$ cat config.mk
export PLATFORM = sky130hd
export DESIGN_NAME = svm_ctrl
export DESIGN_NICKNAME = d
export VERILOG_FILES = /design/src/rtl/core/stack_vm_256bit_executor_core_assert.svh /design/src/rtl/core/svm_pkg.sv /design/src/rtl/core/svm_ctrl.sv
export SDC_FILE = /design/constraint.sdc
export NUM_CORES = 1
export LEC_CHECK = 0
export BUFFER_PORTS_ARGS = -buffer_cell sky130_fd_sc_hd__buf_2
export CORE_MARGIN = 3
export CORE_UTILIZATION = 25
export DETAILED_ROUTE_END_ITERATION = 7
export PLACE_DENSITY = 0.53
export SETUP_SLACK_MARGIN = 0.05
export SLEW_MARGIN = 20
export SYNTH_ARGS = -nofsm -noshare
export SYNTH_HDL_FRONTEND = slang
export SYNTH_SLANG_ARGS = --single-unit
$ cat constraint.sdc
create_clock -name clock -period 10 [get_ports clock]
set_clock_uncertainty 0.2 [all_clocks]
set_input_delay 0.5 -clock clock [delete_from_list [all_inputs] [get_ports clock]]
set_output_delay 0.5 -clock clock [all_outputs]
set_load 0.1 [all_outputs]
$ cat src/rtl/core/stack_vm_256bit_executor_core_assert.svh
// Assertion macros for the stack machine executor.
`ifndef STACK_VM_256BIT_EXECUTOR_CORE_ASSERT_SVH
`define STACK_VM_256BIT_EXECUTOR_CORE_ASSERT_SVH
`ifndef SYNTHESIS
`define SVM_ASSERT_IMPL(label, clk, rst, ante, cons, msg) \
   label: assert property (@(posedge clk) disable iff (rst) (ante) |-> (cons)) else $error(msg);
`define SVM_ASSERT_NEXT(label, clk, rst, ante, cons, msg) \
   label: assert property (@(posedge clk) disable iff (rst) (ante) |=> (cons)) else $error(msg);
`else
`define SVM_ASSERT_IMPL(label, clk, rst, ante, cons, msg)
`define SVM_ASSERT_NEXT(label, clk, rst, ante, cons, msg)
`endif
`endif

$ cat src/rtl/core/svm_pkg.sv
// Shared types, constants and opcodes of the stack machine executor.
`default_nettype none
package svm_pkg;
   localparam int unsigned STACK_WORDS   = 1024;
   localparam int unsigned PROGRAM_BYTES = 65536;
   localparam int unsigned DEPTH_W       = $clog2(STACK_WORDS + 1);
   localparam int unsigned ADDR_W        = $clog2(STACK_WORDS);
   localparam int unsigned PC_W          = $clog2(PROGRAM_BYTES) + 1;
   localparam logic [63:0] BASE_GAS      = 64'd21000;
   localparam logic [63:0] GAS_RESET     = 64'd30000000;

   localparam logic [7:0] OP_STOP   = 8'h00;
   localparam logic [7:0] OP_ADD    = 8'h01;
   localparam logic [7:0] OP_MUL    = 8'h02;
   localparam logic [7:0] OP_SUB    = 8'h03;
   localparam logic [7:0] OP_LT     = 8'h10;
   localparam logic [7:0] OP_GT     = 8'h11;
   localparam logic [7:0] OP_EQ     = 8'h14;
   localparam logic [7:0] OP_ISZERO = 8'h15;
   localparam logic [7:0] OP_AND    = 8'h16;
   localparam logic [7:0] OP_OR     = 8'h17;
   localparam logic [7:0] OP_XOR    = 8'h18;
   localparam logic [7:0] OP_NOT    = 8'h19;
   localparam logic [7:0] OP_SHL    = 8'h1B;
   localparam logic [7:0] OP_SHR    = 8'h1C;
   localparam logic [7:0] OP_GASLIM = 8'h45;
   localparam logic [7:0] OP_POP    = 8'h50;
   localparam logic [7:0] OP_PC     = 8'h58;
   localparam logic [7:0] OP_GAS    = 8'h5A;
   localparam logic [7:0] OP_PUSH1  = 8'h60;
   localparam logic [7:0] OP_PUSH32 = 8'h7F;
   localparam logic [7:0] OP_DUP1   = 8'h80;
   localparam logic [7:0] OP_DUP16  = 8'h8F;
   localparam logic [7:0] OP_SWAP1  = 8'h90;
   localparam logic [7:0] OP_SWAP16 = 8'h9F;
   localparam logic [7:0] OP_INVAL  = 8'hFE;
   localparam logic [7:0] OP_SDEST  = 8'hFF;

   typedef enum logic [2:0] {
      ST_OK      = 3'd0,
      ST_STOPPED = 3'd1,
      ST_INVALID = 3'd2,
      ST_UNDER   = 3'd3,
      ST_OVER    = 3'd4,
      ST_HALTED  = 3'd5,
      ST_UNSUPP  = 3'd6
   } status_type;

   typedef enum logic [2:0] {
      ALU_ZERO, ALU_ADD, ALU_SUB, ALU_LT, ALU_GT, ALU_EQ, ALU_ISZ, ALU_LOGIC
   } alu_type;

   typedef enum logic [3:0] {
      S_IDLE, S_RDA, S_RDB, S_OPND, S_EXEC, S_MUL, S_WR, S_WR2, S_RDTOP, S_TOPW, S_OUT
   } state_type;

   typedef struct packed {
      logic        rd;
      logic        wr;
      logic [1:0]  addr_sel;   // 0: depth-1, 1: depth-2/depth-need, 2: depth
      logic        wr_src;     // 0: result, 1: operand a (swap)
      logic [1:0]  dst;        // capture into 0: a, 1: b, 2: top
      logic        exec;
      logic        mul_start;
      logic        zero_top;
   } dp_cmd_type;

   typedef struct packed {
      logic mul_done;
   } dp_sts_type;

   function automatic logic [255:0] shift256(input logic [255:0] v, input logic [255:0] amt,
                                             input logic left);
      logic [255:0] r;
      begin
         if (amt[255:8] != '0) r = '0;
         else if (left) r = v << amt[7:0];
         else r = v >> amt[7:0];
         return r;
      end
   endfunction
endpackage
`default_nettype wire

$ cat src/rtl/core/svm_ctrl.sv
// Controller: decode, checks, gas, pc, depth and the sequencing state machine.
`default_nettype none
module svm_ctrl (
   input  wire logic                  clock,
   input  wire logic                  reset,
   input  wire logic                  csr_we,
   input  wire logic [63:0]           csr_wdata,
   input  wire logic                  req_valid,
   output logic                       req_ready,
   input  wire logic [7:0]            req_mode,
   output logic                       rsp_valid,
   input  wire logic                  rsp_ready,
   output logic [2:0]                 rsp_status,
   output logic [10:0]                rsp_stack_count,
   output logic [63:0]                rsp_gas_left,
   output logic [15:0]                rsp_next_pc,
   output svm_pkg::dp_cmd_type        cmd,
   input  wire svm_pkg::dp_sts_type   sts,
   output logic [7:0]                 op,
   output logic [63:0]                gas_limit,
   output logic [63:0]                gas_now,
   output logic [15:0]                pc_now,
   output logic [svm_pkg::DEPTH_W-1:0] depth,
   output logic [4:0]                 need
);
   svm_pkg::state_type state_ff, state_in;
   logic [7:0]  op_ff;
   logic [63:0] limit_ff, gas_ff, gas_in;
   logic [15:0] pc_ff, pc_in;
   logic [svm_pkg::DEPTH_W-1:0] depth_ff, depth_in;
   logic        halt_ff, halt_in;
   svm_pkg::status_type st_ff, st_in;
   logic [4:0]  need_c;
   logic [5:0]  adv_c;
   logic [63:0] cost_c;
   logic        grows_c, known_c, swap_c, dup_c, pop_c;
   logic [16:0] newpc;

   always_comb begin
      need_c = '0; cost_c = 64'd3; adv_c = 6'd1;
      grows_c = 1'b0; known_c = 1'b1;
      swap_c = 1'b0; dup_c = 1'b0; pop_c = 1'b0;
      case (op_ff)
         svm_pkg::OP_ADD, svm_pkg::OP_SUB, svm_pkg::OP_LT, svm_pkg::OP_GT,
         svm_pkg::OP_EQ, svm_pkg::OP_AND, svm_pkg::OP_OR, svm_pkg::OP_XOR,
         svm_pkg::OP_SHL, svm_pkg::OP_SHR: need_c = 5'd2;
         svm_pkg::OP_MUL: begin need_c = 5'd2; cost_c = 64'd5; end
         svm_pkg::OP_ISZERO, svm_pkg::OP_NOT: need_c = 5'd1;
         svm_pkg::OP_POP: begin need_c = 5'd1; cost_c = 64'd2; pop_c = 1'b1; end
         svm_pkg::OP_GASLIM, svm_pkg::OP_PC, svm_pkg::OP_GAS: begin
            grows_c = 1'b1; cost_c = 64'd2;
         end
         default: begin
            if (op_ff >= svm_pkg::OP_PUSH1 && op_ff <= svm_pkg::OP_PUSH32) begin
               grows_c = 1'b1;
               adv_c = 6'(op_ff - svm_pkg::OP_PUSH1) + 6'd2;
            end else if (op_ff >= svm_pkg::OP_DUP1 && op_ff <= svm_pkg::OP_DUP16) begin
               grows_c = 1'b1; dup_c = 1'b1;
               need_c = 5'(op_ff - svm_pkg::OP_DUP1) + 5'd1;
            end else if (op_ff >= svm_pkg::OP_SWAP1 && op_ff <= svm_pkg::OP_SWAP16) begin
               swap_c = 1'b1;
               need_c = 5'(op_ff - svm_pkg::OP_SWAP1) + 5'd2;
            end else known_c = 1'b0;
         end
      endcase
   end

   always_comb begin
      state_in = state_ff;
      gas_in = gas_ff; pc_in = pc_ff; depth_in = depth_ff;
      halt_in = halt_ff; st_in = st_ff;
      cmd = '0;
      newpc = {1'b0, pc_ff} + 17'(adv_c);
      req_ready = (state_ff == svm_pkg::S_IDLE);
      rsp_valid = (state_ff == svm_pkg::S_OUT);
      case (state_ff)
         svm_pkg::S_IDLE: if (req_valid) state_in = svm_pkg::S_RDA;
         svm_pkg::S_RDA: begin
            if (halt_ff) begin
               st_in = svm_pkg::ST_HALTED; state_in = svm_pkg::S_RDTOP;
            end else if (op_ff == svm_pkg::OP_STOP || op_ff == svm_pkg::OP_SDEST ||
                         op_ff == svm_pkg::OP_INVAL) begin
               st_in = (op_ff == svm_pkg::OP_INVAL) ? svm_pkg::ST_INVALID
                                                    : svm_pkg::ST_STOPPED;
               halt_in = 1'b1; state_in = svm_pkg::S_RDTOP;
            end else if (!known_c) begin
               st_in = svm_pkg::ST_UNSUPP; state_in = svm_pkg::S_RDTOP;
            end else if (depth_ff < svm_pkg::DEPTH_W'(need_c)) begin
               st_in = svm_pkg::ST_UNDER; state_in = svm_pkg::S_RDTOP;
            end else if (grows_c && depth_ff >= svm_pkg::DEPTH_W'(svm_pkg::STACK_WORDS)) begin
               st_in = svm_pkg::ST_OVER; state_in = svm_pkg::S_RDTOP;
            end else begin
               st_in = svm_pkg::ST_OK;
               gas_in = gas_ff - cost_c;
               if (newpc >= 17'(svm_pkg::PROGRAM_BYTES)) halt_in = 1'b1;
               pc_in = newpc[15:0];
               if (need_c != '0) begin
                  cmd.rd = 1'b1;
                  cmd.addr_sel = dup_c ? 2'd1 : 2'd0;
                  cmd.dst = 2'd0;
               end
               state_in = svm_pkg::S_RDB;
            end
         end
         svm_pkg::S_RDB: begin
            if (need_c >= 5'd2 && !dup_c) begin
               cmd.rd = 1'b1; cmd.addr_sel = 2'd1; cmd.dst = 2'd1;
            end
            state_in = svm_pkg::S_OPND;
         end
         svm_pkg::S_OPND: state_in = svm_pkg::S_EXEC;
         svm_pkg::S_EXEC: begin
            if (op_ff == svm_pkg::OP_MUL) begin
               cmd.mul_start = 1'b1; state_in = svm_pkg::S_MUL;
            end else begin
               cmd.exec = 1'b1; state_in = svm_pkg::S_WR;
            end
         end
         svm_pkg::S_MUL: if (sts.mul_done) begin
            cmd.exec = 1'b1; state_in = svm_pkg::S_WR;
         end
         svm_pkg::S_WR: begin
            if (swap_c) begin
               cmd.wr = 1'b1; cmd.addr_sel = 2'd1; cmd.wr_src = 1'b1;
               state_in = svm_pkg::S_WR2;
            end else begin
               if (pop_c) depth_in = depth_ff - svm_pkg::DEPTH_W'(1);
               else if (grows_c) begin
                  cmd.wr = 1'b1; cmd.addr_sel = 2'd2;
                  depth_in = depth_ff + svm_pkg::DEPTH_W'(1);
               end else if (need_c == 5'd2) begin
                  cmd.wr = 1'b1; cmd.addr_sel = 2'd1;
                  depth_in = depth_ff - svm_pkg::DEPTH_W'(1);
               end else begin
                  cmd.wr = 1'b1; cmd.addr_sel = 2'd0;
               end
               state_in = svm_pkg::S_RDTOP;
            end
         end
         svm_pkg::S_WR2: begin
            // Second half of a swap: the deeper word lands on top.
            cmd.wr = 1'b1; cmd.addr_sel = 2'd0; cmd.wr_src = 1'b0;
            state_in = svm_pkg::S_RDTOP;
         end
         svm_pkg::S_RDTOP: begin
            if (depth_ff == '0) cmd.zero_top = 1'b1;
            else begin
               cmd.rd = 1'b1; cmd.addr_sel = 2'd0; cmd.dst = 2'd2;
            end
            state_in = svm_pkg::S_TOPW;
         end
         svm_pkg::S_TOPW: state_in = svm_pkg::S_OUT;
         svm_pkg::S_OUT: if (rsp_ready) state_in = svm_pkg::S_IDLE;
         default: state_in = svm_pkg::S_IDLE;
      endcase
   end

   always_ff @(posedge clock) begin
      if (reset) begin
         state_ff <= svm_pkg::S_IDLE;
         limit_ff <= svm_pkg::GAS_RESET;
         gas_ff <= svm_pkg::GAS_RESET - svm_pkg::BASE_GAS;
         pc_ff <= '0;
         depth_ff <= '0;
         halt_ff <= 1'b0;
         st_ff <= svm_pkg::ST_OK;
      end else if (csr_we) begin
         limit_ff <= csr_wdata;
         gas_ff <= csr_wdata - svm_pkg::BASE_GAS;
         pc_ff <= '0;
         depth_ff <= '0;
         halt_ff <= 1'b0;
      end else begin
         state_ff <= state_in;
         gas_ff <= gas_in;
         pc_ff <= pc_in;
         depth_ff <= depth_in;
         halt_ff <= halt_in;
         st_ff <= st_in;
      end
   end

   always_ff @(posedge clock) begin
      if (req_valid && req_ready) op_ff <= req_mode;
   end

   assign op = op_ff;
   assign gas_limit = limit_ff;
   assign gas_now = gas_ff;
   assign pc_now = pc_ff - 16'(adv_c);
   assign depth = depth_ff;
   assign need = need_c;
   assign rsp_status = st_ff;
   assign rsp_stack_count = 11'(depth_ff);
   assign rsp_gas_left = gas_ff;
   assign rsp_next_pc = pc_ff;
endmodule
`default_nettype wire

==> metrics.yaml <==
cells_and_area:
  nets: 1716
  area_delta_synth_final_pct: 20.7
  antenna_cells: 0
  instances_no_fill: 2212
  finalInstanceArea_mm2: 0.0139
  post-route-util_pct: 31.0
  nFillCells: 4783
  drive_above_1_share_pct: 28.8
critical_path:
  crit_end: "cmd[6]"
  cp_cell_sequence: "or3b_2, or3_1, ha_1, a2111oi_0, nand4_1, o21ai_4, buf_4, nor3_2, a31o_2, buf_2"
  critPathLaunchType: "register"
  crit_required_ns: 9.30
  worstSetupStartpoint: "op[6]"
  crit_arrival_ns: 4.55
  rr_worst_depth: 9
  crit_cells: 10
  max_stage_delay_ns: 0.56
  rrSetupSlack_ns: 5.36
  critPathBufInv: 2
  timing.rr.end: "gas_now[24]"
  worstPathMaxFanout: 45
  r2r-start: "op[4]"
  cp_top_family: "simple AND/OR/NAND/NOR gates"
  setup.worst_path.class: "reg2out"
  endpoint_kind: "primary output"
  crit_slowest_cell: "edfxtp_1"
floorplan:
  start_util_pct: 25.7
  die_h_um: 220
  rows: 77
  fp.dieArea_mm2: 0.0486
  die_width_um: 220
  core_area_mm2: 0.0448
  boundaryPins: 352
run:
  cap_violations: 0
grt:
  grt_pass1_wl_um: 63700
  first_global_vias: 10300
  grt_remaining_overflow: 0
  top_usage_layer: "met2"
  gr-usage-met2_pct: 29.8
  antenna_found_initial: 1
  use_met1_pct: 22.3
  grt.total_usage_pct: 17.4
  grt_max_degree: 72
  met3_usage_pct: 3.75
timing:
  finalSetupViolCount: 0
  tightest_slew_ns: 0.839
  hold_viol: 0
  post-route-period-util_pct: 52.5
  fin_tns_setup_ns: 0
  slew_headroom_pct: 43.6
  fmax_ghz: 0.190
  min_period_ns: 5.25
  drv_slew: 0
  grt_setup_unrepaired: "no"
clock_network:
  cts_tree: "built"
  ctsResizeCount: 0
  ctsHtreeMaxLevel: 4
  clock_latency_ns: 0.49
  cts.path.max_buffers: 2
  cts.sinks: 171
  cts_root_buf: "clkbuf_16"
  numCtsBuffers: 17
  path_clk_slew_ns: 0.08
placement:
  gp_routability_congestion: 0.884
  dp_hpwl_um: 33000
  placed_cell_area_mm2: 0.0132
  port_buffers: 351
  dp_cells: 2172
status:
  status: "finished clean"
detailed_routing:
  vias: 11000
  drt_first_pass_iters: 5
  antenna_left: 0
  drt_wl_total_um: 42800
  dr.first_iter.drc_count: 679
  viasPerCell: 4.99
  drcViolationCount: 0
  wl_per_cell_um: 19.3
yosys:
  ys_ff_latch: 171
  async_reset_ff_share_pct: 0
  yosys.area.top_type_share_pct: 28.4
  yosys.cell_types.count: 91
  yosys.area.top_type: "dfxtp_1"
  ys_seq_area_share_pct: 30.5
  synth_fp_nets: 1477
  yosys_warnings: 0
  netlist_top_cells_area: "dfxtp_1 28%, xnor2_1 5.7%, buf_4 5.2%"
  synth_flop_cell: "dfxtp_1"
  syn_area_mm2: 0.0115
  synth_edf_count: 8
  synth_cells: 1368
  synth.avg_cell_area_um2: 8.40
power:
  switching_power_mw: 1.07
  p_sw_share_pct: 46.1
  power_frac_clock_pct: 30.5
  p_leak_nw: 5.76
  p_per_area_mw_per_mm2: 168
  totalPowerFinal_mw: 2.33
  p_int_mw: 1.26
  pwr-share-seq_pct: 33.5
  ir_drop_v: 0.000141
  power.combinational.fraction_pct: 36.0
min_path:
  hold_path_class: "in2reg"
placed cells by master (no fill, tap or decap), types with 28 or more instances in the layout:
master     n
ha_1      28
nand3_1   37
xor2_1    38
dfxtp_1  163
nor2_1   138
or3_1     38
nor3_1    40
a21oi_1   52
nand2_1   68
mux2i_1   54
or4_1     35
buf_2    349
inv_1     38
xnor2_1   75
nor4_1    48
registers in the layout, indices dropped and copies added, names as in the netlist:
signal	flops
gas_limit	64
gas_now	64
rsp_next_pc	16
depth	11
op	8
state_ff	4
rsp_status	3
halt_ff	1
worst register-to-register path: cells and delay by family (launching register included):
kind | cells | cell delay, ns
DFF | 1 | 0.66
AOI/OAI and AO/OA | 2 | 0.65
and+or+nand+nor | 6 | 2.78
adders and majority gates | 1 | 0.29
layout make-up:
| type | instances | area, um^2 | area share (%) |
|---|---|---|---|
| Timing Repair Buffer | 369 | 1920 | 13.8 |
| Sequential cell | 171 | 3500 | 25.2 |
| Clock buffer | 17 | 425 | 3.07 |
| Tap cell | 592 | 741 | 5.34 |
| Clock inverter | 15 | 180 | 1.30 |
| Multi-Input combinational cell | 1010 | 6970 | 50.2 |
| Inverter | 38 | 143 | 1.03 |
through the flow:
step	setup slack [ns]	hold WS, ns
6_report	4.75	0.0877
5_1_grt	4.44	0.0612
4_1_cts	4.68	0.0455
3_5_place_dp	5.25	0.267
3_3_place_gp	5.32	0.259
2_1_floorplan	2.80	0.373
logic make-up after synthesis:
logic type      after synthesis  synth area share (%)
simple gates                555                  27.7
compound gates              253                  15.6
buf+inv                     187                  8.94
flops                       171                  30.5
xor+xnor                    113                  8.61
mux                          58                  5.09
fa+ha+maj                    31                  3.57
what timing repair did:
item | CTS | global route
endpoints found under the setup margin | 0 | 0
hold buffers | 8 | 0
hold endpoints to repair | 8 | 0
setup buffers | 0 | 0
Yosys cell counts, types with 7 or more instances:
master,n
a21oi_1,52
edfxtp_1,8
nand3_1,37
nand2b_1,14
or3_1,38
o21a_1,10
o211ai_1,7
and3_1,15
nor2_1,138
a211oi_1,11
a21o_1,10
nor2b_1,26
nand4_1,15
nand2_1,68
o21ai_0,27
mux2i_1,54
nor4_2,8
ha_1,28
a31oi_1,15
nor3_1,40
buf_4,79
inv_1,38
buf_1,10
a211o_1,13
clkbuf_1,42
a32oi_1,10
buf_2,17
or2_2,16
or4_1,35
o31ai_1,16
dfxtp_1,163
xor2_1,38
xnor2_1,75
o22ai_1,25
nor4_1,48
worst min-delay path by stage:
stage	startpoint	end	slack (ns)	cells after the start
3_3_place_gp	rsp_status[1]	rsp_status[1]	0.26	2
3_5_place_dp	gas_limit[2]	gas_limit[2]	0.27	2
2_1_floorplan	halt_ff	halt_ff	0.37	2
4_1_cts	csr_wdata[63]	gas_limit[63]	0.05	3
6_report	csr_wdata[63]	gas_limit[63]	0.09	3
5_1_grt	csr_wdata[24]	gas_limit[24]	0.06	2
per-layer routing:
metal | routed length [um] | vias to the layer above
met5 | 13 | -
met4 | 452 | 2
met3 | 2640 | 22
met2 | 20900 | 346
met1 | 18800 | 5277
li1 | - | 5399
power groups by stage:
stage          registers (mW)  logic [mW]  clock network [mW]
2_1_floorplan            1.04       0.446                   0
6_report                0.781       0.840               0.711
5_1_grt                 0.789       0.881               0.761
3_5_place_dp            0.797       0.841                   0
3_3_place_gp            0.795       0.840                   0
4_1_cts                 0.782       0.845               0.735
Note: power is estimated with default switching activity, not from simulation.
